`src/rtl/fvws_pkg.sv`:
```
// Package: shared types, codes and default sizes for the wavetable sequencer.
`default_nettype none
package fvws_pkg;

    // Default sizes
    localparam int VOICES_DEF         = 4;
    localparam int WAVE_DEPTH_DEF     = 64;
    localparam int ENVELOPE_DEPTH_DEF = 128;
    localparam int PITCH_DEPTH_DEF    = 128;
    localparam int SONG_DEPTH_DEF     = 1024;

    // Register reset values and fixed constants
    localparam logic [7:0]  DIVIDER_RESET   = 8'd92;
    localparam logic [12:0] END_PAUSE_RESET = 13'd500;
    localparam logic [7:0]  NOTE_OFFSET     = 8'd9;
    localparam int          VOICE_SEL_W     = 3;

    // Configuration register indexes
    localparam logic REG_TICK_DIVIDER = 1'b0;
    localparam logic REG_END_PAUSE    = 1'b1;

    typedef enum logic [2:0] {
        CMD_TICK  = 3'd0,
        CMD_WAVE  = 3'd1,
        CMD_ENV   = 3'd2,
        CMD_PITCH = 3'd3,
        CMD_SONG  = 3'd4
    } t_cmd;

    typedef enum logic [1:0] {
        S_IDLE   = 2'd0,
        S_DECODE = 2'd1,
        S_APPLY  = 2'd2
    } t_seq_state;

    typedef struct packed {
        logic [2:0]  command;
        logic [9:0]  address;
        logic [23:0] value;
    } t_in_item;

    typedef struct packed {
        logic signed [15:0] left_sample;
        logic signed [15:0] right_sample;
    } t_out_item;

    // Retrigger of one voice from the sequencer
    typedef struct packed {
        logic                   en;
        logic [VOICE_SEL_W-1:0] voice;
        logic [15:0]            incr;
    } t_voice_load;

endpackage
`default_nettype wire

```
`src/rtl/fvws_mixer.sv`:
```
// Mixer: scale each voice by its envelope, sum to two channels, register the sample.
`default_nettype none
module fvws_mixer #(
    parameter int VOICES = fvws_pkg::VOICES_DEF
) (
    input  wire                  i_clk,
    input  wire                  i_rst_n,
    input  wire                  i_tick,
    input  wire  [7:0]           i_wave [VOICES],
    input  wire  [7:0]           i_env  [VOICES],
    output logic                 o_free,
    output logic                 o_out_valid,
    input  wire                  i_out_ready,
    output fvws_pkg::t_out_item  o_out_item
);
    import fvws_pkg::*;

    localparam int SUM_W = 9 + $clog2(VOICES);

    logic              r_s1_valid;
    logic              r_out_valid;
    t_out_item         r_out_item;
    logic              advance;
    logic [15:0]       prod [VOICES];
    logic [SUM_W-1:0]  sum_l;
    logic [SUM_W-1:0]  sum_r;
    logic [7:0]        left8;
    logic [7:0]        right8;

    // Move the fetched bytes on when the output register is free
    assign advance = r_s1_valid && (!r_out_valid || i_out_ready);
    assign o_free  = !r_s1_valid || advance;

    always_comb begin
        sum_l = '0;
        sum_r = '0;
        for (int v = 0; v < VOICES; v++) begin
            prod[v] = i_wave[v] * i_env[v];
            if (v < VOICES / 2) begin
                sum_l = sum_l + SUM_W'(prod[v][15:8]);
            end else begin
                sum_r = sum_r + SUM_W'(prod[v][15:8]);
            end
        end
        left8  = sum_l[8:1];
        right8 = sum_r[8:1];
    end

    // Hold control state for the fetch stage and the output register
    always_ff @(posedge i_clk) begin
        if (!i_rst_n) begin
            r_s1_valid  <= 1'b0;
            r_out_valid <= 1'b0;
        end else begin
            if (i_tick) begin
                r_s1_valid <= 1'b1;
            end else if (advance) begin
                r_s1_valid <= 1'b0;
            end
            if (advance) begin
                r_out_valid <= 1'b1;
            end else if (i_out_ready) begin
                r_out_valid <= 1'b0;
            end
        end
    end

    // Center each 8-bit mix into signed PCM
    always_ff @(posedge i_clk) begin
        if (advance) begin
            r_out_item.left_sample  <= {left8 ^ 8'h80, 8'h00};
            r_out_item.right_sample <= {right8 ^ 8'h80, 8'h00};
        end
    end

    assign o_out_valid = r_out_valid;
    assign o_out_item  = r_out_item;

endmodule
`default_nettype wire

```
`config.mk`:
```
export PLATFORM = sky130hd
export DESIGN_NAME = fvws_mixer
export DESIGN_NICKNAME = d
export VERILOG_FILES = /design/src/rtl/fvws_pkg.sv /design/src/rtl/fvws_mixer.sv
export SDC_FILE = /design/constraint.sdc
export NUM_CORES = 1
export LEC_CHECK = 0
export BUFFER_PORTS_ARGS = -buffer_cell sky130_fd_sc_hd__buf_4
export CAP_MARGIN = 25
export CORE_MARGIN = 2
export CORE_UTILIZATION = 60
export DETAILED_ROUTE_END_ITERATION = 10
export PLACE_DENSITY = 0.91
export SLEW_MARGIN = 10
export SYNTH_ARGS = -nofsm -noshare
export SYNTH_HDL_FRONTEND = slang
export SYNTH_SLANG_ARGS = --single-unit
export TNS_END_PERCENT = 1
```
`constraint.sdc`:
```
create_clock -name i_clk -period 6 [get_ports i_clk]
set_input_delay 0.6 -clock i_clk [delete_from_list [all_inputs] [get_ports i_clk]]
set_output_delay 0.6 -clock i_clk [all_outputs]
set_load 0.02 [all_outputs]
```
Word level (Yosys, flattened, before mapping)
Index checks and enable logic that the tools add are counted.
Widths: inputs -> output; s select.
{"block": "op_classes", "n_addsub": 2, "n_reduce_logical": 7, "bitwise_logic": 2, "muxes": 4, "n_mul": 4}
{"operator": "$mul 8x8->16", "count": 4}
{"operator": "$add 8x8->9", "count": 2}
{"operator": "$mux 1", "count": 4}
{"operator": "$reduce_bool 2->1", "count": 2}
{"operator": "$logic_not 1->1", "count": 2}
{"operator": "$logic_or 1x1->1", "count": 2}
{"operator": "$not 1->1", "count": 2}
{"operator": "$logic_and 1x1->1", "count": 1}
{"block": "totals", "inputBits": 68, "out_inout_bits": 34, "wordCells": 23, "reg_bits": 18}

Logic depth before layout (Yosys ltp)
{"block": "depth", "ltp_word": 5, "ltp_mapped": 25, "ltp_nobuf": 25}

Least setup slack after synthesis
Ideal clock, no wire load.
{"block": "synth_path", "path_kind": "input -> register", "startpoint": "in i_wave[5] (netlist name)", "endpoint": "reg r_out_item (netlist bit o_out_item[14]) (data pin)", "required_ns": 5.735, "path_stages": 23, "setup_slack_ns": 0.528, "setup_time_ns": 0.265, "arrival_time_ns": 5.207, "n_path_buf": 0, "cell_sequence": "nand2_1 -> fa_1 -> fa_1 -> inv_1 -> fa_1 -> inv_1 -> fa_1 -> inv_1 -> ha_1 -> and4b_1 -> a31oi_1 -> o21ai_2 -> a21oi_4 -> o21ai_2 -> o41a_4 -> a21oi_1 -> xnor2_1 -> ha_1 -> o21ai_0 -> a21oi_1 -> a21oi_1 -> a41oi_1 -> o41ai_1"}
{"block": "synth_between", "elab_chain_cells": 2}
{"item": "start: declaration", "line": "fvws_mixer.sv:9", "text": "input wire [7:0] i_wave [VOICES],"}
{"item": "$mul 8x8->16", "line": "fvws_mixer.sv:38", "text": "prod[v] = i_wave[v] * i_env[v];"}
{"item": "$add 8x8->9", "line": "fvws_mixer.sv:42", "text": "sum_r = sum_r + SUM_W'(prod[v][15:8]);"}
{"item": "via sum_r[7]", "line": "fvws_mixer.sv:26", "text": "logic [SUM_W-1:0] sum_r;"}
{"item": "end: declaration", "line": "fvws_mixer.sv:22", "text": "t_out_item r_out_item;"}
The timed path passes the listed nets, and every way through them passes these cells.
A chain may end at the register's enable or synchronous reset.

Worst setup path after layout
{"block": "layout_path", "startpoint": "in i_env[2] (netlist name)", "endpoint": "reg r_out_item (netlist bit o_out_item[14]) (data pin)"}
{"block": "layout_between", "elab_chain_cells": 2}
{"item": "start: declaration", "line": "fvws_mixer.sv:10", "text": "input wire [7:0] i_env [VOICES],"}
{"item": "$mul 8x8->16", "line": "fvws_mixer.sv:38"}
{"item": "$add 8x8->9", "line": "fvws_mixer.sv:42"}
{"item": "via sum_r[7]", "line": "fvws_mixer.sv:26"}
The timed path passes the listed nets, and every way through them passes these cells.

==> run metrics <==
outcome complete, no violations; syn avg cell area 9.25 um2; share of cells above drive strength 1 9.57%; final wirelength 17.2 mm; DR vias 6534; CP max-delay cell fa_1; CP Launch Point i_env[2]; clock sink count 18; most frequent cells in the layout and2_1 (209), inv_1 (185), ha_1 (145), fa_1 (142), buf_4 (87); gpl congestion 0.879; Num CTS Buffers 3; DP Worst Slack -0.0495 ns; min cycle time layout 5.82 ns; count of cell types in the netlist 46; Worst EP required 5.99 ns; core area 14400 um2; clock root cell clkbuf_16; Worst EP arrival 5.81 ns; worst r2r src o_out_valid$_SDFFE_PN0P_; P_leak 5.11 nW; count of state elements after synthesis 18; CP Class input port to flop; ys flop type edfxtp_1; final setup margin 0.182 ns; Final period util 97.0%; Detail Route Antenna Nets 0; CP Launch Type input port; Tot GR Track Use 23.7%; Die H 125 um; clk_lat worst skew 0.26 ns; sequential share of the synthesized area 5.96%; Die Width 125 um; Finished Layout Cells 1219; CP endpoint kind flop; Antenna diodes 0; CP max FO 8; Placed Area 9550 um2; first-pass GRT wire length 31.0 mm; worst vdd ir 0.682 mV; vias in the first global route 7090; Synth-to-Final Area Change 10.4%; # rows 44; hold_sp r_s1_valid$_SDFFE_PN0P_; Slew Viols, Final 0; Post-Syn Area 8740 um2; Die ar. 15500 um2; Port Buffers 85; CTS tree yes; largest net degree at the start of global routing 17; DRC 0; final setup violation count 0; clk slew on worst S/H paths 0.06 ns; commonest non-fill, non-tap cell in the layout and2_1; crit path cell chain buf_4, and2_1, fa_1, fa_1, fa_1, inv_1, fa_1, inv_1, ha_1, and4b_1, a31oi_1, o21ai_2, a21oi_4, o21ai_2, o41a_4, a21oi_1, xnor2_1, ha_2, o21ai_0, a21oi_1, a21oi_1, a41oi_1, o41ai_1; antenna violations before repair 0; Detailed Place HPWL 14.9 mm; vias per inst 5.36; grt ovf 0; Fmax achieved 172 MHz; Pwr Density 399 nW/um2; Clock Tree Buf Depth 2; Clock Skew 0.00120 ns; nets 1392; total power 3.85 mW; max-cap viol count 0; EDFF count, synth 16; fill cell count 1110; I/O pin total 102; Fin. Hold Viols 0; Hold Slack 0.514 ns; final instance area 9650 um2; async set-reset flop share out of synthesis 0%; CTS H-Tree Depth 1; drt first-iter violations 295; dpl cells 1214; Hold WC Path Type flop to flop; crit-path most repeated cell fa_1; Ys Warns 0; DR WL/cell 14.1 um; Mapped Cells 945; initial core utilization 60.8%; Worst path max stage delay 0.55 ns; 1st-pass router iterations 5
registers in the layout, indices dropped and copies added, names as in the netlist:
register     cells
o_out_item      16
o_out_valid      1
r_s1_valid       1
cells by family (layout without fill, tap and decap cells):
family | Yosys count | after routing | synth area share [%]
AOI/OAI and AO/OA | 87 | 87 | 6.61
xor gates and xnor gates | 39 | 39 | 3.91
adders and majority gates | 288 | 288 | 53.4
buffers and inverters | 201 | 276 | 9.32
DFF | 18 | 18 | 5.96
muxes | 4 | 4 | 0.458
other | 1 | 16 | 0.0429
and+or+nand+nor | 307 | 307 | 20.3
critical path, delay by kind of cell:
kind	cells	cell delay [ns]
AND/OR/NAND/NOR	2	0.35
adder cells (fa/ha/maj)	6	2.64
AO/OA/AOI/OAI	11	1.89
buffers and inverters	3	0.23
XOR/XNOR	1	0.10
routing by layer:
| metal | vias to the layer above | part of all wire (%) | global-route usage [%] |
|---|---|---|---|
| met1 | 3237 | 39 | 28.4 |
| met3 | 24 | 4.5 | 3.61 |
| li1 | 3122 | - | - |
| met2 | 151 | 55 | 45.2 |
| met4 | 0 | 1.2 | 4.03 |
| met5 | - | 0 | 0 |
power breakdown:
| group | leakage, nW | total, mW | switching [mW] | internal [mW] |
|---|---|---|---|---|
| registers | 0.165 | 0.372 | 0.0199 | 0.352 |
| clock network | 0.0442 | 0.152 | 0.0508 | 0.102 |
| logic | 4.90 | 3.32 | 1.83 | 1.49 |
| total | 5.11 | 3.85 | 1.90 | 1.95 |
final timing paths:
path / end / slack (ns) / cells after the start
max: o_out_item[14]$_DFFE_PP_ / 0.18 / 23
min: o_out_valid$_SDFFE_PN0P_ / 0.51 / 1
max reg2reg: o_out_item[28]$_DFFE_PP_ / 4.78 / 3
min reg2reg: o_out_valid$_SDFFE_PN0P_ / 0.51 / 1
cell usage after synthesis (2+ instances only):
library cell / number / area share, %
a21boi_0: 2 / 0.17
a21o_1: 10 / 0.86
a21oi_1: 32 / 1.8
a31oi_1: 4 / 0.29
a41oi_1: 2 / 0.20
and2_1: 209 / 15
and3_1: 2 / 0.14
buf_4: 16 / 1.4
dfxtp_1: 2 / 0.46
edfxtp_1: 16 / 5.5
fa_1: 142 / 33
ha_1: 146 / 21
inv_1: 185 / 7.9
mux2i_1: 4 / 0.46
nand2_1: 45 / 1.9
nand2b_1: 6 / 0.43
nand3_1: 3 / 0.17
nand4_1: 4 / 0.29
nand4b_1: 3 / 0.30
nor2_1: 17 / 0.73
nor2b_1: 6 / 0.43
nor3_1: 6 / 0.34
nor4_1: 2 / 0.14
o21a_1: 5 / 0.43
o21ai_0: 13 / 0.74
o21ai_2: 2 / 0.20
o21bai_1: 4 / 0.34
o41ai_1: 2 / 0.20
xnor2_1: 23 / 2.3
xor2_1: 16 / 1.6
area by class of cell:
type / count / area [um2] / area share (%)
Clock buffer: 4 / 88.8 / 0.921
Timing Repair Buffer: 87 / 653 / 6.77
Multi-Input combinational cell: 741 / 7460 / 77.3
Tap cell: 184 / 230 / 2.39
Sequential cell: 18 / 520 / 5.39
Inverter: 185 / 694 / 7.20
timing repair:
action                     CTS  global route
setup endpoints to repair    0             1
buffers inserted             0             1
resized for setup            0             1
hold buffers                 0             0
stage by stage:
stage	TNS (ns)	utilization, %
after floorplan	0	-
after global placement	0	66.5
after detailed placement	-0.0495	66.5
after CTS	0	67.1
after global routing	-0.000333	67.2
final	0	67.2
Power figures use the tool's default switching activity.
